===== src/hdl/anxb_pkg.sv =====
// Shared types and constants for the Annex B NAL unit splitter.
// No dependencies; imported by every module of the block.
package anxb_pkg;

    localparam int LEN_W    = 28;
    localparam int ZCNT_W   = 3;
    localparam int PREFIX_W = 3;

    localparam logic [LEN_W-1:0]    MAX_LEN_RESET = 28'h800_0000;
    localparam logic [PREFIX_W-1:0] PREFIX_SHORT  = 3'd3;
    localparam logic [PREFIX_W-1:0] PREFIX_LONG   = 3'd4;
    localparam logic [7:0]          BYTE_ZERO     = 8'h00;
    localparam logic [7:0]          BYTE_ONE      = 8'h01;
    localparam logic [7:0]          TYPE_MASK     = 8'h1f;
    localparam logic [7:0]          FORBID_MASK   = 8'h80;

    // at most one command per accepted item: zero pushes, then the byte, then the tail
    typedef struct packed {
        logic [ZCNT_W-1:0] zeros;
        logic              push_b;
        logic [7:0]        data;
        logic              finish;
        logic              open_nal;
        logic              is_long;
        logic              garbage;
    } anxb_cmd_t;

endpackage


===== src/hdl/anxb_front.sv =====
// Front end: accepts stream bytes, tracks start-code zeros, issues commands.
// Depends on anxb_pkg.
module anxb_front (
    input  logic                aclk,
    input  logic                aresetn,
    input  logic                s_tvalid,
    output logic                s_tready,
    input  logic [7:0]          s_tdata,   // stream_byte
    input  logic                s_tlast,   // end_of_stream
    input  logic                q_full,
    output logic                q_wr,
    output anxb_pkg::anxb_cmd_t q_data
);
    import anxb_pkg::*;

    logic       inside_reg, inside_next;
    logic [1:0] zrun_reg, zrun_next;
    logic       drop_reg, drop_next;
    logic       accept;
    anxb_cmd_t  cmd;

    assign s_tready = !q_full;
    assign accept   = s_tvalid && s_tready;

    always_comb begin
        cmd         = '0;
        cmd.data    = s_tdata;
        cmd.garbage = drop_reg;
        inside_next = inside_reg;
        zrun_next   = zrun_reg;
        drop_next   = drop_reg;
        if (!inside_reg) begin
            if (s_tdata == BYTE_ZERO) begin
                if (zrun_reg != 2'd3) zrun_next = zrun_reg + 2'd1;
                else drop_next = 1'b1;
            end else if (s_tdata == BYTE_ONE && zrun_reg[1]) begin
                cmd.open_nal = 1'b1;
                cmd.is_long  = (zrun_reg == 2'd3);
                inside_next  = 1'b1;
                zrun_next    = 2'd0;
            end else begin
                drop_next = 1'b1;
                zrun_next = 2'd0;
            end
        end else begin
            if (s_tdata == BYTE_ZERO) begin
                if (zrun_reg != 2'd3) zrun_next = zrun_reg + 2'd1;
                else cmd.zeros = 3'd1;
            end else if (s_tdata == BYTE_ONE && zrun_reg[1]) begin
                cmd.finish   = 1'b1;
                cmd.open_nal = 1'b1;
                cmd.is_long  = (zrun_reg == 2'd3);
                drop_next    = 1'b0;
                zrun_next    = 2'd0;
            end else begin
                cmd.zeros  = {1'b0, zrun_reg};
                cmd.push_b = 1'b1;
                zrun_next  = 2'd0;
            end
        end
        if (s_tlast) begin
            if (inside_next) begin
                cmd.zeros  = cmd.zeros + {1'b0, zrun_next};
                cmd.finish = 1'b1;
            end
            inside_next = 1'b0;
            zrun_next   = 2'd0;
            drop_next   = 1'b0;
        end
    end

    assign q_data = cmd;
    assign q_wr   = accept && ((cmd.zeros != '0) || cmd.push_b || cmd.finish || cmd.open_nal);

    always_ff @(posedge aclk) begin
        if (!aresetn) begin
            inside_reg <= 1'b0;
            zrun_reg   <= 2'd0;
            drop_reg   <= 1'b0;
        end else if (accept) begin
            inside_reg <= inside_next;
            zrun_reg   <= zrun_next;
            drop_reg   <= drop_next;
        end
    end

endmodule


===== src/hdl/anxb_queue.sv =====
// Small command queue between front and back end.
// Depends on anxb_pkg.
module anxb_queue #(
    parameter int DEPTH = 4
) (
    input  logic                aclk,
    input  logic                aresetn,
    input  logic                wr,
    input  anxb_pkg::anxb_cmd_t wr_data,
    output logic                full,
    input  logic                rd,
    output logic                empty,
    output anxb_pkg::anxb_cmd_t rd_data
);
    import anxb_pkg::*;

    localparam int PTR_W = (DEPTH > 1) ? $clog2(DEPTH) : 1;
    localparam int CNT_W = $clog2(DEPTH + 1);
    localparam logic [PTR_W-1:0] LAST_PTR = PTR_W'(DEPTH - 1);
    localparam logic [CNT_W-1:0] FULL_CNT = CNT_W'(DEPTH);

    anxb_cmd_t        entries [DEPTH];
    logic [PTR_W-1:0] wptr_reg, rptr_reg;
    logic [CNT_W-1:0] count_reg, count_next;
    logic             do_wr, do_rd;

    assign full    = (count_reg == FULL_CNT);
    assign empty   = (count_reg == '0);
    assign do_wr   = wr && !full;
    assign do_rd   = rd && !empty;
    assign rd_data = entries[rptr_reg];

    always_comb begin
        count_next = count_reg;
        if (do_wr && !do_rd) count_next = count_reg + CNT_W'(1);
        else if (do_rd && !do_wr) count_next = count_reg - CNT_W'(1);
    end

    always_ff @(posedge aclk) begin
        if (do_wr) entries[wptr_reg] <= wr_data;
    end

    always_ff @(posedge aclk) begin
        if (!aresetn) begin
            wptr_reg  <= '0;
            rptr_reg  <= '0;
            count_reg <= '0;
        end else begin
            count_reg <= count_next;
            if (do_wr) wptr_reg <= (wptr_reg == LAST_PTR) ? '0 : wptr_reg + PTR_W'(1);
            if (do_rd) rptr_reg <= (rptr_reg == LAST_PTR) ? '0 : rptr_reg + PTR_W'(1);
        end
    end

endmodule


===== src/hdl/anxb_back.sv =====
// Back end: runs queued commands one push per cycle unless the output stalls, holds
// the last byte, tracks header, length and prefix, and drives the output register. Uses anxb_pkg.
module anxb_back (
    input  logic                                aclk,
    input  logic                                aresetn,
    input  logic                                cfg_we,
    input  logic [anxb_pkg::LEN_W-1:0]          cfg_wdata,
    input  logic                                q_empty,
    input  anxb_pkg::anxb_cmd_t                 q_data,
    output logic                                q_rd,
    output logic                                m_tvalid,
    input  logic                                m_tready,
    output logic [7:0]                          out_byte,
    output logic                                out_first,
    output logic                                out_last,
    output logic [anxb_pkg::LEN_W-1:0]          out_len,
    output logic [anxb_pkg::PREFIX_W-1:0]       out_prefix,
    output logic [7:0]                          out_header,
    output logic                                out_too_long,
    output logic                                out_garbage
);
    import anxb_pkg::*;

    logic [LEN_W-1:0]    max_reg;
    logic [ZCNT_W-1:0]   zdone_reg;
    logic                bdone_reg;
    logic [7:0]          held_reg;
    logic                held_v_reg;
    logic                hseen_reg;
    logic [7:0]          hbyte_reg;
    logic [PREFIX_W-1:0] prefix_reg;
    logic [LEN_W-1:0]    len_reg;
    logic                ovf_reg;
    logic                ov_reg;

    logic             can_go, step;
    logic             do_zero, do_b, do_tail, last_op, emit;
    logic             len_lt;
    logic [LEN_W-1:0] len_next;
    logic [7:0]       hdr_next;

    assign can_go  = !ov_reg || m_tready;
    assign step    = can_go && !q_empty;
    assign do_zero = (zdone_reg < q_data.zeros);
    assign do_b    = !do_zero && q_data.push_b && !bdone_reg;
    assign do_tail = !do_zero && !do_b;

    always_comb begin
        if (do_zero)
            last_op = (zdone_reg + ZCNT_W'(1) == q_data.zeros) && !q_data.push_b
                      && !q_data.finish && !q_data.open_nal;
        else if (do_b)
            last_op = !q_data.finish && !q_data.open_nal;
        else
            last_op = 1'b1;
    end

    assign q_rd     = step && last_op;
    assign emit     = held_v_reg && (do_zero || do_b || q_data.finish);
    assign len_lt   = (len_reg < max_reg);
    assign len_next = len_lt ? len_reg + LEN_W'(1) : len_reg;
    assign hdr_next = hseen_reg ? hbyte_reg : held_reg;

    always_ff @(posedge aclk) begin
        if (!aresetn) begin
            max_reg <= MAX_LEN_RESET;
        end else if (cfg_we) begin
            max_reg <= cfg_wdata;
        end
    end

    always_ff @(posedge aclk) begin
        if (!aresetn) begin
            zdone_reg  <= '0;
            bdone_reg  <= 1'b0;
            held_reg   <= BYTE_ZERO;
            held_v_reg <= 1'b0;
            hseen_reg  <= 1'b0;
            hbyte_reg  <= BYTE_ZERO;
            prefix_reg <= PREFIX_SHORT;
            len_reg    <= '0;
            ovf_reg    <= 1'b0;
        end else if (step) begin
            if (last_op) begin
                zdone_reg <= '0;
                bdone_reg <= 1'b0;
            end else if (do_zero) begin
                zdone_reg <= zdone_reg + ZCNT_W'(1);
            end else if (do_b) begin
                bdone_reg <= 1'b1;
            end
            if (do_tail && q_data.open_nal) begin
                prefix_reg <= q_data.is_long ? PREFIX_LONG : PREFIX_SHORT;
                hseen_reg  <= 1'b0;
                len_reg    <= '0;
                ovf_reg    <= 1'b0;
            end else if (emit) begin
                hseen_reg <= 1'b1;
                hbyte_reg <= hdr_next;
                len_reg   <= len_next;
                ovf_reg   <= ovf_reg || !len_lt;
            end
            if (do_zero || do_b) begin
                held_reg   <= do_zero ? BYTE_ZERO : q_data.data;
                held_v_reg <= 1'b1;
            end
            if (do_tail && q_data.finish) held_v_reg <= 1'b0;
        end
    end

    always_ff @(posedge aclk) begin
        if (!aresetn) begin
            ov_reg <= 1'b0;
        end else if (step && emit) begin
            ov_reg <= 1'b1;
        end else if (m_tready) begin
            ov_reg <= 1'b0;
        end
    end

    always_ff @(posedge aclk) begin
        if (step && emit) begin
            out_byte     <= held_reg;
            out_first    <= !hseen_reg;
            out_last     <= do_tail;
            out_len      <= len_next;
            out_prefix   <= prefix_reg;
            out_header   <= hdr_next;
            out_too_long <= ovf_reg || !len_lt;
            out_garbage  <= q_data.garbage;
        end
    end

    assign m_tvalid = ov_reg;

endmodule


===== src/hdl/annexb_nal_unit_splitter.sv =====
// Top level of the Annex B NAL unit splitter: front end, command queue, back end.
// Depends on anxb_pkg, anxb_front, anxb_queue and anxb_back.
//
//  channel  direction  handshake          payload
//  s_       in         s_tvalid/s_tready  tdata: stream_byte; tlast: end_of_stream
//  m_       out        m_tvalid/m_tready  tdata: NAL byte and fields; tlast: last_of_nal;
//                                         tuser: first_of_nal
//  cfg_     in         cfg_we             cfg_wdata: max_nal_len
//
// One input byte per cycle while the queue is not full. An item that releases held
// zeros or flushes at end of stream runs as separate back-end steps for its zero
// pushes, byte and tail; the command queue (QUEUE_DEPTH entries) absorbs these bursts.
// aresetn is synchronous and clears all control state at once, with no clearing pass.
// Output register decouples m_tready: input is stalled only when the queue is full.
module annexb_nal_unit_splitter #(
    parameter int QUEUE_DEPTH = 4
) (
    input  logic                       aclk,
    input  logic                       aresetn,
    input  logic                       cfg_we,
    input  logic [anxb_pkg::LEN_W-1:0] cfg_wdata,
    input  logic                       s_tvalid,
    output logic                       s_tready,
    input  logic [7:0]                 s_tdata,  // [7:0] stream_byte
    input  logic                       s_tlast,
    output logic                       m_tvalid,
    input  logic                       m_tready,
    // [7:0] payload_byte, [35:8] nal_length, [38:36] prefix_length,
    // [39] forbidden_zero, [41:40] reference_idc, [46:42] unit_type,
    // [47] too_long, [48] garbage_before, [55:49] zero
    output logic [55:0]                m_tdata,
    output logic                       m_tlast,
    output logic                       m_tuser   // [0] first_of_nal
);
    import anxb_pkg::*;

    anxb_cmd_t           wr_cmd, rd_cmd;
    logic                q_wr, q_full, q_rd, q_empty;
    logic [7:0]          o_byte, o_header;
    logic                o_first, o_last, o_too_long, o_garbage;
    logic [LEN_W-1:0]    o_len;
    logic [PREFIX_W-1:0] o_prefix;
    logic [7:0]          type_bits, forbid_bits;

    anxb_front u_front (
        .aclk     (aclk),
        .aresetn  (aresetn),
        .s_tvalid (s_tvalid),
        .s_tready (s_tready),
        .s_tdata  (s_tdata),
        .s_tlast  (s_tlast),
        .q_full   (q_full),
        .q_wr     (q_wr),
        .q_data   (wr_cmd)
    );

    anxb_queue #(
        .DEPTH (QUEUE_DEPTH)
    ) u_queue (
        .aclk    (aclk),
        .aresetn (aresetn),
        .wr      (q_wr),
        .wr_data (wr_cmd),
        .full    (q_full),
        .rd      (q_rd),
        .empty   (q_empty),
        .rd_data (rd_cmd)
    );

    anxb_back u_back (
        .aclk         (aclk),
        .aresetn      (aresetn),
        .cfg_we       (cfg_we),
        .cfg_wdata    (cfg_wdata),
        .q_empty      (q_empty),
        .q_data       (rd_cmd),
        .q_rd         (q_rd),
        .m_tvalid     (m_tvalid),
        .m_tready     (m_tready),
        .out_byte     (o_byte),
        .out_first    (o_first),
        .out_last     (o_last),
        .out_len      (o_len),
        .out_prefix   (o_prefix),
        .out_header   (o_header),
        .out_too_long (o_too_long),
        .out_garbage  (o_garbage)
    );

    assign type_bits   = o_header & TYPE_MASK;
    assign forbid_bits = o_header & FORBID_MASK;

    assign m_tdata = {7'd0, o_garbage, o_too_long, type_bits[4:0], o_header[6:5],
                      forbid_bits[7], o_prefix, o_len, o_byte};
    assign m_tlast = o_last;
    assign m_tuser = o_first;

endmodule

===== config.mk =====
export PLATFORM = sky130hd
export DESIGN_NAME = annexb_nal_unit_splitter
export DESIGN_NICKNAME = d
export VERILOG_FILES = /design/src/hdl/anxb_pkg.sv /design/src/hdl/anxb_front.sv /design/src/hdl/anxb_queue.sv /design/src/hdl/anxb_back.sv /design/src/hdl/annexb_nal_unit_splitter.sv
export SDC_FILE = /design/constraint.sdc
export NUM_CORES = 1
export LEC_CHECK = 0
export ABC_AREA = 1
export BUFFER_PORTS_ARGS = -buffer_cell sky130_fd_sc_hd__buf_2
export CAP_MARGIN = 0
export CORE_UTILIZATION = 64
export CTS_CLUSTER_DIAMETER = 200
export DETAILED_ROUTE_END_ITERATION = 12
export PLACE_DENSITY = 0.83
export SYNTH_ARGS = -nofsm -noshare
export SYNTH_HDL_FRONTEND = slang
export SYNTH_HIERARCHICAL = 1
export SYNTH_SLANG_ARGS = --single-unit

===== constraint.sdc =====
create_clock -name aclk -period 12.3 [get_ports aclk]
set_clock_uncertainty 0.05 [all_clocks]
set_input_delay 1.23 -clock aclk [delete_from_list [all_inputs] [get_ports aclk]]
set_output_delay 1.23 -clock aclk [all_outputs]
set_load 0.03 [all_outputs]

# Yosys cells after proc, flatten, opt, wreduce, memory -nomap -nowiden

Memories as Yosys holds them, arrays and structs flattened. A register that Yosys moved wholly into a read port is not among the register bits.
Cells that the tools add are included.

Register bits: 145
Bits in latches: 0
Memory bits (writable): 64
Memory bits (read-only): 0
Input port bits: 42
Word-level logic and storage cells: 164
Memories kept: 1

Memory list:

| name            | words | width | read ports | clocked after Yosys merged registers in | wr ports | line             | source |
|---|---|---|---|---|---|---|---|
| u_queue.entries | 4     | 16    | 1          | 1                                       | 1        | anxb_queue.sv:22 | `anxb_cmd_t entries [DEPTH];` |

Add/sub/neg operators: 8
Multiply operators: 0
Div/mod/pow operators: 0
Order comparisons: 2
Equality and inequality tests: 12
Shifts and indexed selects: 0
Muxes and demuxes: 58
Bitwise logic cells: 1
Reductions and logical operators: 57

Operators by type and width:

| cell                                                  | number |
|---|---|
| 2-to-1 mux 28 bit                                     | 3 |
| 2-to-1 mux 3 bit                                      | 11 |
| 2-to-1 mux 1 bit                                      | 31 |
| adder 28 x 1 -> 28 bit, second input constant         | 1 |
| < comparator 28 bit                                   | 1 |
| logical AND 1 bit                                     | 20 |
| 2-to-1 mux 2 bit                                      | 10 |
| 2-to-1 mux 8 bit                                      | 2 |
| zero test 1 bit                                       | 13 |
| nonzero test 2 bit                                    | 6 |
| AND reduction 2 bit                                   | 5 |
| inequality test 3 bit, second input constant          | 3 |
| == test 8 x 1 -> 1 bit, second input constant         | 1 |
| zero test 8 bit                                       | 1 |
| logical OR 1 bit                                      | 7 |
| adder 2 x 1 -> 2 bit, second input constant           | 3 |
| adder 3 x 1 -> 3 bit, second input constant           | 2 |
| == test 2 bit, second input constant                  | 3 |
| AND reduction 3 bit                                   | 2 |
| AND reduction 5 bit                                   | 1 |
| 2-to-1 mux 4 bit                                      | 1 |
| inequality test 2 bit, second input constant          | 2 |
| inequality test 4 x 3 -> 1 bit, second input constant | 1 |
| adder 3 x 2 -> 3 bit                                  | 1 |
| other kinds (7)                                       | 7 |

# Depth between registers and ports, before layout

Gate-level depths: netlist of run 1.

Depth in word-level cells: 18
Gate-level depth with buffers: 22
Mapped depth without buffers: 22

# Modules after synthesis

Netlist of run 1, hierarchy kept.

By module, submodules not included:

| module                   | instances | cells an instance | area an instance (um^2) | seq. area each (um^2) |
|---|---|---|---|---|
| anxb_back                | 1         | 838               | 6,731.5                 | 3,143.0 |
| anxb_queue               | 1         | 226               | 2,855.2                 | 2,102.0 |
| anxb_front               | 1         | 101               | 599.3                   | 80.1 |
| annexb_nal_unit_splitter | 1         | 10                | 71.3                    | 0.0 |

# Worst setup path after synthesis of run 1

No wires, ideal clock.

Path kind: input to register
Start: input port m_tready
End: register u_back.len_reg[0]
Library setup time: 132 ps
Arrival time: 4,314 ps
Data required time: 12,118 ps
Setup slack: 7,803 ps
Stages on the path: 8
Path through: inv_1 > a21oi_2 > inv_1 > nor2_1 > nor2_1 > buf_2 > nand2_1 > a21oi_1

Longest elaborated chain between the ends: 3

RTL lines:

| what                                 | line                           | source |
|---|---|---|
| start, declared                      | annexb_nal_unit_splitter.sv:27 | `input logic m_tready,` |
| logical OR 1 bit                     | anxb_back.sv:42                | `assign can_go = !ov_reg \|\| m_tready;` |
| logical AND 1 bit                    | anxb_back.sv:43                | `assign step = can_go && !q_empty;` |
| AND reduction 2 bit (no source line) | -                              |  |
| end signal, assigned                 | anxb_back.sv:100               | `len_reg <= len_next;` |
| end, declared                        | anxb_back.sv:32                | `logic [LEN_W-1:0] len_reg;` |

Every way passes these cells.
A chain may end at the register's enable or synchronous reset.

==> results of run 1 <==
## worst max-delay path, delay by kind of cell, from the launching register on
kind / cells / cell delay, ns
AND/OR/NAND/NOR: 7 / 0.94
buffers and inverters: 5 / 1.59
AO/OA/AOI/OAI: 3 / 0.46
flip-flops: 1 / 0.31
adder cells (fa/ha/maj): 1 / 0.30
## cells by family after synthesis
logic type	share of synthesized area, %
AO/OA/AOI/OAI	10.6
XOR/XNOR	1.28
adder cells (fa/ha/maj)	5.15
buffers and inverters	8.84
AND/OR/NAND/NOR	22.2
other	0.0366
flip-flops	51.9
## routing by layer
| metal | GRT usage, % | part of all wire, % | vias up |
|---|---|---|---|
| met5 | 0 | 0 | - |
| met4 | 8.79 | 2.2 | 0 |
| met3 | 4.16 | 7.6 | 45 |
| met2 | 42.8 | 46 | 339 |
| met1 | 39.4 | 45 | 3721 |
| li1 | - | - | 3998 |
## cell usage after synthesis, drive strengths merged
library cell | instances | area share [%]
and2 | 29 | 1.8
buf | 45 | 3.2
clkbuf | 14 | 0.52
nand4 | 7 | 0.43
xnor2 | 1 | 0.085
nand2 | 245 | 9.1
ha | 39 | 4.8
o22ai | 17 | 1.0
nand3 | 80 | 5.1
inv | 139 | 5.1
edfxtp | 114 | 33
o21ai | 85 | 4.1
xor2 | 14 | 1.2
clkinv | 1 | 0.037
a22oi | 8 | 0.59
conb | 1 | 0.037
nor3 | 1 | 0.098
dfxtp | 95 | 19
a21o | 2 | 0.15
nand3b | 2 | 0.15
fa | 2 | 0.39
or2 | 3 | 0.18
nor2 | 141 | 5.4
a211oi | 1 | 0.073
a21oi | 89 | 4.6
## stage by stage
| step | cells | area [µm²] |
|---|---|---|
| 6_report | 1480 | 11500 |
| 4_1_cts | 1480 | 11500 |
| 3_5_place_dp | 1440 | 10700 |
| 5_1_grt | 1480 | 11500 |
| 3_3_place_gp | 1440 | 10700 |
| 2_1_floorplan | 1181 | 10300 |
## layout by cell type, fill, tap and decap left out, types with 2 or more instances in the layout
| cell | count |
|---|---|
| sky130_fd_sc_hd__a21o_1 | 2 |
| sky130_fd_sc_hd__a21oi_1 | 83 |
| sky130_fd_sc_hd__a21oi_2 | 5 |
| sky130_fd_sc_hd__a22oi_1 | 8 |
| sky130_fd_sc_hd__and2_1 | 29 |
| sky130_fd_sc_hd__buf_2 | 94 |
| sky130_fd_sc_hd__buf_4 | 13 |
| sky130_fd_sc_hd__bufinv_16 | 2 |
| sky130_fd_sc_hd__clkbuf_1 | 5 |
| sky130_fd_sc_hd__clkbuf_16 | 23 |
| sky130_fd_sc_hd__clkbuf_8 | 4 |
| sky130_fd_sc_hd__clkinv_1 | 2 |
| sky130_fd_sc_hd__clkinv_2 | 4 |
| sky130_fd_sc_hd__conb_1 | 7 |
| sky130_fd_sc_hd__dfxtp_1 | 95 |
| sky130_fd_sc_hd__edfxtp_1 | 114 |
| sky130_fd_sc_hd__fa_1 | 2 |
| sky130_fd_sc_hd__ha_1 | 39 |
| sky130_fd_sc_hd__inv_1 | 133 |
| sky130_fd_sc_hd__inv_2 | 6 |
| sky130_fd_sc_hd__nand2_1 | 240 |
| sky130_fd_sc_hd__nand2_2 | 5 |
| sky130_fd_sc_hd__nand3_1 | 57 |
| sky130_fd_sc_hd__nand3_2 | 22 |
| sky130_fd_sc_hd__nand3b_1 | 2 |
| sky130_fd_sc_hd__nand4_1 | 7 |
| sky130_fd_sc_hd__nor2_1 | 131 |
| sky130_fd_sc_hd__nor2_2 | 8 |
| sky130_fd_sc_hd__nor2_4 | 2 |
| sky130_fd_sc_hd__o21ai_0 | 55 |
| sky130_fd_sc_hd__o21ai_1 | 30 |
| sky130_fd_sc_hd__o22ai_1 | 17 |
| sky130_fd_sc_hd__or2_2 | 2 |
| sky130_fd_sc_hd__xor2_1 | 14 |
## final cells by class
class | instances | share of cell area [%]
multi-input cells | 773 | 35.4
well taps | 211 | 2.30
repair buffers | 107 | 4.94
clock inverters | 8 | 0.871
inverters | 140 | 4.57
clock buffers | 32 | 5.65
flip-flops and latches | 209 | 46.3
## power by group through the flow
| stage | registers [mW] | clock network (mW) | logic (mW) |
|---|---|---|---|
| 5_1_grt | 0.739 | 0.710 | 0.0512 |
| 3_3_place_gp | 0.754 | 0 | 0.0428 |
| 6_report | 0.739 | 0.670 | 0.0449 |
| 2_1_floorplan | 0.753 | 0 | 0.0328 |
| 4_1_cts | 0.739 | 0.680 | 0.0449 |
| 3_5_place_dp | 0.754 | 0 | 0.0442 |
## worst paths after layout
check	startpoint	to	cells past startpoint
min	u_back/prefix_reg[2]	u_back/out_prefix[2]	0
min reg2reg	u_back/prefix_reg[2]	u_back/out_prefix[2]	0
max	flip-flop	u_back/len_reg[21]	16
max reg2reg	flip-flop	u_back/len_reg[21]	16
==> results.md, run 1 <==
- The switching power of the nets is roughly 0.3 mW.
- Setup repair after global routing left no endpoint under its margin.
- The cell area power density is 126 nW/µm².
- The signal on the critical path passes through buf_4 > inv_2 > nor2_1 > o22ai_1 > inv_1 > ha_1 > nand3b_1 > nand3_1 > nand2_1 > o21ai_1 > nor2_4 > buf_4 > nor2_2 > buf_4 > nand2_1 > a21oi_1.
- In the final design database the tool counted 1336 nets.
- The count of input and output buffers is 94.
- The relative max-transition margin is 29.8%.
- The detail-routed net length per standard cell is 14.9 µm.
- The count of H-tree levels built during CTS is 1.
- The register with the most flip-flops in the layout has 64 of them.
- The synthesis-to-finish area growth is 12.1%.
- The die extent in x is 129 µm.
- Setup total negative slack on the finished layout was measured at 0 ns.
- The relative contribution of sequential cells to total power is approximately half.
- The leakage power is 4.57 nW.
- The number of buffers added by the clock tree synthesis step is 22.
- The first-pass GRT wire length is around 36000 µm.
- The capturing element type of the critical path is a flip-flop.
- The die outline area is 16500 µm².
- Counting flops and latches in the post-synthesis netlist gives 209.
- The fill cell instance count of the final layout is about 1100.
- The die height is 129 µm.
- The number of antenna violations at the first check in global routing is 0.
- The number of setup violations in the final report is 0.
- The instance count of the mapped netlist is roughly 1200.
- The clock slew seen by the registers of the worst setup and hold paths is 0.06 ns.
- The first detailed-routing pass ran for 6 iterations.
- The hold violation count in the final report is 0.
- Net switching is 20.2% of the power.
- The yosys synthesis warning count is 6.
- The critical path is of the flip-flop to flip-flop type.
- The area of the core is 15400 µm².
- The final wirelength is 22100 µm.
- The repair_antennas step left the layout with diodes totalling 0.
- In this run the clock root is driven by a sky130_fd_sc_hd__clkbuf_16.
- The total of cells resized after clock tree synthesis is 0.
- The setup fix buffers added after clock tree synthesis is 0.
- The count of cell types in the netlist is 39.
- Averaged over all synthesized cells, the footprint is 8.73 µm².
- The number of I/O pins is just over 100.
- The number of pins exceeding their max-slew limit in the final report is 0.
- The cell type of the slowest stage on the worst timing path is sky130_fd_sc_hd__buf_4.
- For this configuration, the core starts out at a cell density of 66.5%.
- The aggregate global-route resource usage is 27.4%.
- The half-perimeter wire length after placement is 14700 µm.
- The share of synthesized area occupied by flip-flops and latches is between 50% and 60%.
- TritonCTS built the clock tree.
- The total number of clock tree sinks is approximately 210.
- At the end of routability-driven placement, the weighted congestion stood at 0.883.
- For this run, design rule violations remaining after detail routing come to 0.
- At the later pin of the worst-skew pair, clock insertion delay measures roughly 0.50 ns.
- The maximum operating frequency is 262 MHz.
- The kind of path behind the tightest hold check is flip-flop to flip-flop.
- STA classifies the critical path startpoint as a flip-flop.
- No sink is reached through more buffers than the 3 on the longest clock path.
- Dividing the final minimum period by the clock period gives 31.0%.
- The shortest period the worst path allows is ~3.8 ns.
- Cells with a size suffix above 1 make up 15.3% of the layout.
- The actual transition at the worst max-transition pin is 1.05 ns.
- The highest ir drop seen on vdd is 107 µV.
- The setup slack on the worst flop-to-flop path is 8.49 ns.
- The remaining antenna violation count after routing is 0.
- Prior to clock tree synthesis, the placed netlist has a worst setup slack of 8.32 ns.
- The cell area that synthesis handed to floorplanning was 10300 µm².
- The design draws between 1 and 1.5 mW.
- Counting stages on the worst path, the most repeated cell is sky130_fd_sc_hd__buf_4.
- The worst hold margin is 0.394 ns.
- Across the whole layout, storage elements account for 5330 µm².
- Measured on the finished design, the core utilization comes to between 70 and 80%.
- Of all nets on the critical path, the largest fanout is between 40 and 50.
- The via count normalized by instance count is 5.48.
- The share of total power in the clock network is about 46%.
- Entering global routing, the biggest net connects 54 pins.
- The register with the most flip-flops is u_queue/entries.
- The number of global-route vias before repair is 7261.
- The internal power contribution is ~1.2 mW.
- Hold repair after CTS inserted 0 buffers.
- The setup slack of the critical path after layout is approximately 8.5 ns.
- The number of rows created at floorplan is 45.
- At the worst endpoint, the required time is 12.62 ns.
- Summed over all layers, the global routing overflow is 0.
- The number of max-cap violations is 0.
- The critical path's largest stage delay is 0.53 ns.
- The run finished with clean final reports.
- In this run, the number of DRC markers left after iteration 0 of detailed routing was roughly 720.
- The area taken by multi-input logic gates is between 4000 and 5000 µm².
- The routed layout has 8103 vias.
- Per report_power, the combinational group accounts for between 3 and 4% of the total.
- Data arrives at the worst endpoint at 4.14 ns.
No activity file was read; power rests on OpenSTA's default activity.
==> run 2: changes to the inputs <==
--- a/config.mk
+++ b/config.mk
@@ -8,10 +8,10 @@
 export ABC_AREA = 1
 export BUFFER_PORTS_ARGS = -buffer_cell sky130_fd_sc_hd__buf_2
 export CAP_MARGIN = 0
-export CORE_UTILIZATION = 64
+export CORE_UTILIZATION = 54
 export CTS_CLUSTER_DIAMETER = 200
 export DETAILED_ROUTE_END_ITERATION = 12
-export PLACE_DENSITY = 0.83
+export PLACE_DENSITY = 0.75
 export SYNTH_ARGS = -nofsm -noshare
 export SYNTH_HDL_FRONTEND = slang
 export SYNTH_HIERARCHICAL = 1
==> constraint.sdc (replaced) <==
create_clock -name aclk -period 3.4 [get_ports aclk]
set_clock_uncertainty 0.05 [all_clocks]
set_input_delay 0.34 -clock aclk [delete_from_list [all_inputs] [get_ports aclk]]
set_output_delay 0.34 -clock aclk [all_outputs]
set_load 0.03 [all_outputs]
==> run 2 against run 1 <==
Net effect: count of clock-buffer cells in the layout did not move; sequential power rose to 3.6 times the previous value; first-iteration DRC count fell by 26%; flip-flop and latch count did not move; largest power group unchanged.
==> results.md, run 2 (synthesis results as in run 1) <==
- The flow ran to the end, and the final reports show no timing, DRC or antenna violations.
- The remaining antenna violation count after routing is 0.
- The number of global-route vias before repair is 7269.
- The register with the most flip-flops in the layout has 64 of them.
- The register with the most flip-flops is u_queue/entries.
- The clock drives 209 sinks.
- The starting utilization of the core area is 55.0%.
- In this design, the largest share of critical-path delay is due to adder cells.
- Dividing the detail-routed via count by the number of cells gives approximately 5.2.
- The area of the core is 18600 µm².
- STA puts the critical path data arrival time at 3.44 ns.
- TritonCTS built the clock tree.
- Setup repair after global routing left no endpoint under its margin.
- The number of pins exceeding their max-slew limit in the final report was 0.
- The path class of the tightest hold or removal check is input port to flip-flop.
- Power comes to ~5.2 mW.
- The first global-routing pass estimated about 35000 µm of wire.
- The area growth from synthesis to layout is 12.7%.
- The routability congestion estimate is 0.922.
- In this run the static leakage power is ~4.6 nW.
- VDD sags by at most 471 µV.
- After detailed routing, the number of remaining DRC violations is 0.
- The layout cell share with drive strength beyond 1 is between 15 and 20%.
- The most numerous cell type found on the critical path is sky130_fd_sc_hd__inv_1.
- The antenna diode count is 0.
- The post-placement cell count is between 1000 and 1500.
- Setup violations remaining at the end of the flow were counted as 0.
- After the first detailed-routing iteration, the DRC count stood at 531.
- The number of detailed-route iterations in the first pass is 5.
- The die covers roughly 20000 µm².
- The aggregate global-route resource usage is 22.5%.
- The detailed router placed between 7000 and 8000 vias in this run.
- After clock tree synthesis, the setup repair step added 0 buffers.
- The detail-routed net length per standard cell is 14.4 µm.
- The setup TNS is 0 ns.
- Once layout is complete, the utilization of the core stands at 62.0%.
- The initialized floorplan defines 50 standard-cell rows.
- Static timing analysis puts the maximum clock frequency at 325 MHz.
- The library cells used most frequently in the layout, excluding fill and tap cells, are sky130_fd_sc_hd__nand2_1 (240), sky130_fd_sc_hd__inv_1 (133), sky130_fd_sc_hd__nor2_1 (131).
- The count of H-tree levels built during CTS is 1.
- Summed over all nets, the half-perimeter wirelength after detailed placement is 15300 µm.
- The clock slew seen by the registers of the worst setup and hold paths is around 0.060 ns.
- The shortest period the worst path allows is roughly 3.1 ns.
- The count of input and output buffers is 94.
- The clock reaches the later pin of the worst-skew pair after 0.52 ns.
- At the pin with the least slew margin, the transition time is 0.532 ns.
- After the flow finishes, the layout carries non-filler instances totaling 1511.
- The relative max-transition margin is about 64%.
- Max-cap violations in this run came to 0.
- The critical path contains buffers and inverters numbering 7 combined.
- The critical path is of the flip-flop to flip-flop type.
- Global routing finished with a remaining overflow of 0.
- The die height is roughly 140 µm.
- The capturing element type of the critical path is a flip-flop.
- STA puts the critical path data required time at 3.75 ns.
- The die extent in x is between 100 and 150 µm.
- 102 I/O pins were placed.
- The worst setup path is launched from a flip-flop.
- Wires add up to 21800 µm.
- The final critical path takes up 90.6% of the cycle.
- The biggest fanout along the worst timing path is 16.
- Entering global routing, the biggest net connects 46 pins.
- In this run the power density over the cells is 451 nW/µm².
- The hold violation count in the final report was 0.
- The maximum root-to-sink buffer count is 3.
- The signal on the critical path passes through inv_4 > o21ai_1 > o22ai_1 > inv_1 > ha_1 > nand2_1 > nand3_1 > inv_1 > nand2_1 > inv_1 > nor2_1 > nand2_1 > ha_1 > inv_1 > fa_1 > inv_1 > nand2_1 > nand3_1 > nand2_1 > inv_1 > nor2_1.
- The clock root buffer master is sky130_fd_sc_hd__clkbuf_16.
- On the worst path, the slowest cell contributes a delay of 0.38 ns.
- The number of antenna violations at the first check in global routing is 0.
- After the last flow step, the layout net total stands at 1343.
- The library cell used most frequently in the layout, excluding fill and tap cells, is sky130_fd_sc_hd__nand2_1.
- The number of buffers added by the clock tree synthesis step is 23.
- The cell type of the slowest stage on the worst timing path is sky130_fd_sc_hd__fa_1.
run 2: cell count changes in the layout (fill, tap and decap cells not counted), moves of 2 or more:
cell / change
sky130_fd_sc_hd__buf_4: +3
sky130_fd_sc_hd__clkbuf_8: -2
sky130_fd_sc_hd__clkbuf_1: +2
sky130_fd_sc_hd__dlygate4sd3_1: +2
sky130_fd_sc_hd__clkinv_2: +2
run 2: worst paths after layout:
check | startpoint | endpoint | slack (ns) | cells after the start
worst min register to register | u_back/prefix_reg[2] | u_back/out_prefix[2] | 0.39 | 0
worst min-delay path | s_tdata[5] | u_queue/entries[3][9] | 0.01 | 1
worst max register to register | flip-flop | u_queue/count_reg[2] | 0.32 | 21
worst max-delay path | flip-flop | u_queue/count_reg[2] | 0.32 | 21
run 2: where the power goes:
group / switching (mW) / internal [mW]
logic: 0.109 / 0.0538
clock network: 0.989 / 1.38
registers: 0.00715 / 2.67
total: 1.11 / 4.10
run 2: repair_timing:
action | CTS | global route
hold endpoints to repair | 8 | 0
gates resized for setup | 0 | 3
hold buffers | 2 | 0
setup endpoints to repair | 0 | 2
run 2: stage by stage:
step | area [µm²] | hold slack, ns | setup WS [ns]
finish | 11600 | 0.0118 | 0.320
global route | 11600 | 0.00601 | 0.0235
CTS | 11600 | 0.000340 | 0.269
detailed placement | 10800 | 0.365 | 0.271
global placement | 10800 | 0.373 | 0.357
floorplan | 10300 | 0.352 | 0.418
run 2: worst reg2reg max path, stage by stage, from the launching register on:
cell                      delay (ns)
sky130_fd_sc_hd__dfxtp_1        0.36
sky130_fd_sc_hd__inv_4          0.16
sky130_fd_sc_hd__o21ai_1        0.09
sky130_fd_sc_hd__o22ai_1        0.19
sky130_fd_sc_hd__inv_1          0.07
sky130_fd_sc_hd__ha_1           0.32
sky130_fd_sc_hd__nand2_1        0.09
sky130_fd_sc_hd__nand3_1        0.12
sky130_fd_sc_hd__inv_1          0.12
sky130_fd_sc_hd__nand2_1        0.11
sky130_fd_sc_hd__inv_1          0.09
sky130_fd_sc_hd__nor2_1         0.04
sky130_fd_sc_hd__nand2_1        0.16
sky130_fd_sc_hd__ha_1           0.20
sky130_fd_sc_hd__inv_1          0.07
sky130_fd_sc_hd__fa_1           0.38
sky130_fd_sc_hd__inv_1          0.08
sky130_fd_sc_hd__nand2_1        0.07
sky130_fd_sc_hd__nand3_1        0.08
sky130_fd_sc_hd__nand2_1        0.05
sky130_fd_sc_hd__inv_1          0.05
sky130_fd_sc_hd__nor2_1         0.03
run 2: layer usage:
metal / GRT usage, % / vias up / share of wire (%) / wire, µm
met1: 30.1 / 3606 / 46 / 10000
met4: 7.06 / 0 / 2.1 / 459
met5: 0 / - / 0 / 0
li1: - / 4029 / - / -
met2: 37.8 / 205 / 47 / 10200
met3: 3.20 / 31 / 5.3 / 1150
run 2: final cells by class:
| type | count | area (µm²) |
|---|---|---|
| fill | 1566 | 7080 |
| clock buffer | 32 | 629 |
| multi-input combinational | 773 | 4060 |
| inverter | 140 | 528 |
| tap | 234 | 293 |
| clock inverter | 10 | 97.6 |
| timing repair buffer | 113 | 622 |
| sequential | 209 | 5330 |
==> run 3: changes to the inputs <==
--- a/config.mk
+++ b/config.mk
@@ -8,10 +8,11 @@
 export ABC_AREA = 1
 export BUFFER_PORTS_ARGS = -buffer_cell sky130_fd_sc_hd__buf_2
 export CAP_MARGIN = 0
-export CORE_UTILIZATION = 54
+export CORE_UTILIZATION = 56
+export CTS_BUF_LIST = sky130_fd_sc_hd__clkbuf_4
 export CTS_CLUSTER_DIAMETER = 200
 export DETAILED_ROUTE_END_ITERATION = 12
-export PLACE_DENSITY = 0.75
+export PLACE_DENSITY = 0.77
 export SYNTH_ARGS = -nofsm -noshare
 export SYNTH_HDL_FRONTEND = slang
 export SYNTH_HIERARCHICAL = 1
==> run 3 against run 2 <==
Net effect: count of clock-buffer cells in the layout is 47 higher; clock power is 5% lower; design area is 3.6% higher; combinational power is 24% higher.
==> results.md, run 3 (synthesis results as in run 1) <==
- The register with the most flip-flops in the final layout is u_queue/entries.
- The die covers 18900 µm².
- The flow ran to the end, and the final reports show no timing, DRC or antenna violations.
- The number of setup violations in the final report is 0.
- CTS built an H-tree with a depth of 2.
- The routability congestion estimate is 0.894.
- For this block, the initial DRC count from the detailed router was 605.
- The worst setup path is captured at a flip-flop.
- The number of rows created at floorplan is 49.
- The total via count after detailed routing is about 8300.
- From synthesis to final layout, the design area changed by 16.8%.
- The net count of the finished layout is 1416.
- The final design instance area without fill is 12000 µm².
- Counting cells, the worst reg-to-reg path comes to 16.
- Among all stages on the critical path, the largest delay is contributed by sky130_fd_sc_hd__dfxtp_2.
- Entering global routing, the biggest net connects 41 pins.
- The leakage power is just under 5 nW.
- The critical path's most frequent cell is sky130_fd_sc_hd__nor2_1.
- The detail-routed net length per standard cell is 14.3 µm.
- During placement, the flow inserted port buffers numbering 94.
- The area of the core is 18000 µm².
- The clock slew seen by the registers of the worst setup and hold paths is 0.06 ns.
- The filler cells instantiated in the layout total 1453.
- The endpoint of the worst hold path is u_front/zrun_reg[0].
- The setup slack on the worst flop-to-flop path is 0.33 ns.
- The library cell used most frequently in the layout, excluding fill and tap cells, is sky130_fd_sc_hd__nand2_1.
- The number of stages on the worst hold path is 4.
- The CTS tree is yes.
- The hold violation count in the final report came to 0.
- The actual transition at the worst max-transition pin is 0.602 ns.
- The shortest period the worst path allows is slightly above 3 ns.
- The highest ir drop seen on vdd is around 320 µV.
- Buffers inserted during clock tree synthesis total 54.
- The path type of the worst setup path is flip-flop to flip-flop.
- The number of global-route vias before repair was 7880.
- The first global-routing pass estimated 36900 µm of wire.
- The via count normalized by instance count is 5.18.
- The remaining antenna violation count after routing is 0.
- The clock reaches the later pin of the worst-skew pair after 0.69 ns.
- The HPWL after detailed placement is 15700 µm.
- In this run the power density over the cells is 427 nW/µm².
- The beginning of the worst hold path is s_tlast.
- The largest single stage delay on the critical path is about 0.4 ns.
- Leaving out fill and tap cells, the most frequent cells in the layout are sky130_fd_sc_hd__nand2_1 (240), sky130_fd_sc_hd__inv_1 (133), sky130_fd_sc_hd__nor2_1 (131).
- The worst hold margin is 0.0601 ns.
- The number of design rule violations left after detail routing is 0.
- The final critical-path share of the clock period is 90.4%.
- Timing would allow up to 325 MHz.
- The clock root buffer master is sky130_fd_sc_hd__clkbuf_4.
- Max-cap violations in this run came to 0.
- The number of pins exceeding their max-slew limit in the final report came to 0.
- The die extent in x is between 100 and 150 µm.
- The number of I/O pins is 102.
- In this run the worst path has a maximum fanout of 23.
- For the final routed database, the setup TNS stands at 0 ns.
- Walking the worst path, the cells encountered are inv_2 > buf_4 > nor2_1 > o22ai_1 > or2_2 > a21oi_1 > nand4_1 > nand2_1 > inv_1 > nor2_1 > nand2_1 > ha_1 > inv_1 > fa_1 > o21ai_0 > nor2_1.
- The register with the most flip-flops in the layout has 64 of them.
- The aggregate global-route resource usage is 25.1%.
- Setup repair after global routing left no endpoint under its margin.
- The capturing point of the worst reg2reg path is u_queue/count_reg[1].
- The die height is 137 µm.
- The count of non-filler cells in the finished layout is roughly 1600.
- The total overflow left after global routing is 0.
- The kind of start point of the critical path is a flip-flop.
- Once the floorplan was initialized, standard cells occupied 57.1% of the core.
- The final wirelength is 23000 µm.
- At the worst endpoint, the required time is 3.87 ns.
- The tree built by TritonCTS fans out to 209 sinks.
- The data arrival time of the worst path is 3.54 ns.
- The relative max-transition margin is between 50% and 60%.
- In this run, placement finished with an instance count of 1465.
- The placed instances occupy a cell area of ~11000 µm².
- The first detailed-routing pass took 5 iterations.
- The number of antenna violations at the first check in global routing is 1.
- The maximum root-to-sink buffer count is 3.
- The layout cell share with drive strength beyond 1 is a little under a fifth.
- The tightest min-delay check is of the input port to flip-flop type.
## run 3: layer usage
metal | wire length (µm) | part of all wire [%] | GRT usage, % | vias up
li1 | - | - | - | 4204
met1 | 10300 | 45 | 32.1 | 3824
met2 | 10900 | 47 | 41.4 | 259
met3 | 1310 | 5.7 | 4.82 | 42
met4 | 492 | 2.1 | 10.8 | 0
met5 | 0 | 0 | 0 | -
## run 3: where the power goes
group          internal (mW)  switching, mW  total, mW
clock network           1.23           1.02       2.24
logic                 0.0840          0.118      0.202
registers               2.67        0.00723       2.67
## run 3: critical path: cells and delay by family (launching register included)
family,cells,cell delay [ns]
buf+inv,4,0.50
flops,1,0.40
simple gates,7,0.94
fa+ha+maj,2,0.63
compound gates,3,0.44
## run 3: final cells by class
type	count	area [µm²]	area share, %
Antenna cell	1	2.50	0.0209
Clock buffer	79	593	4.95
Clock inverter	23	148	1.23
Inverter	140	526	4.39
Multi-Input combinational cell	773	4060	33.9
Sequential cell	209	5330	44.5
Tap cell	229	287	2.39
Timing Repair Buffer	155	1030	8.61
## run 3: worst max path at each step
stage	startpoint	endpoint	slack [ns]	cells past startpoint
after floorplan	flip-flop	u_back/len_reg[0]	0.42	15
after global placement	flip-flop	u_queue/count_reg[1]	0.40	16
after detailed placement	flip-flop	u_queue/count_reg[1]	0.30	16
after CTS	flip-flop	u_queue/count_reg[1]	0.28	16
after global routing	flip-flop	u_queue/count_reg[1]	0.04	16
final	flip-flop	u_queue/count_reg[1]	0.33	16
## run 3: per-stage QoR
stage / utilization (%) / power, mW / setup slack [ns]
6_report: 66.7 / 5.12 / 0.325
5_1_grt: 66.7 / 5.33 / 0.0360
4_1_cts: 66.7 / 5.18 / 0.277
3_5_place_dp: 60.2 / 2.89 / 0.304
3_3_place_gp: 60.2 / 2.88 / 0.395
2_1_floorplan: - / 2.84 / 0.418
## run 3: repair_timing
action	CTS	global route
resized for setup	0	2
setup buffers	0	0
hold endpoints to repair	63	0
hold buffers	41	0
setup endpoints to repair	0	2
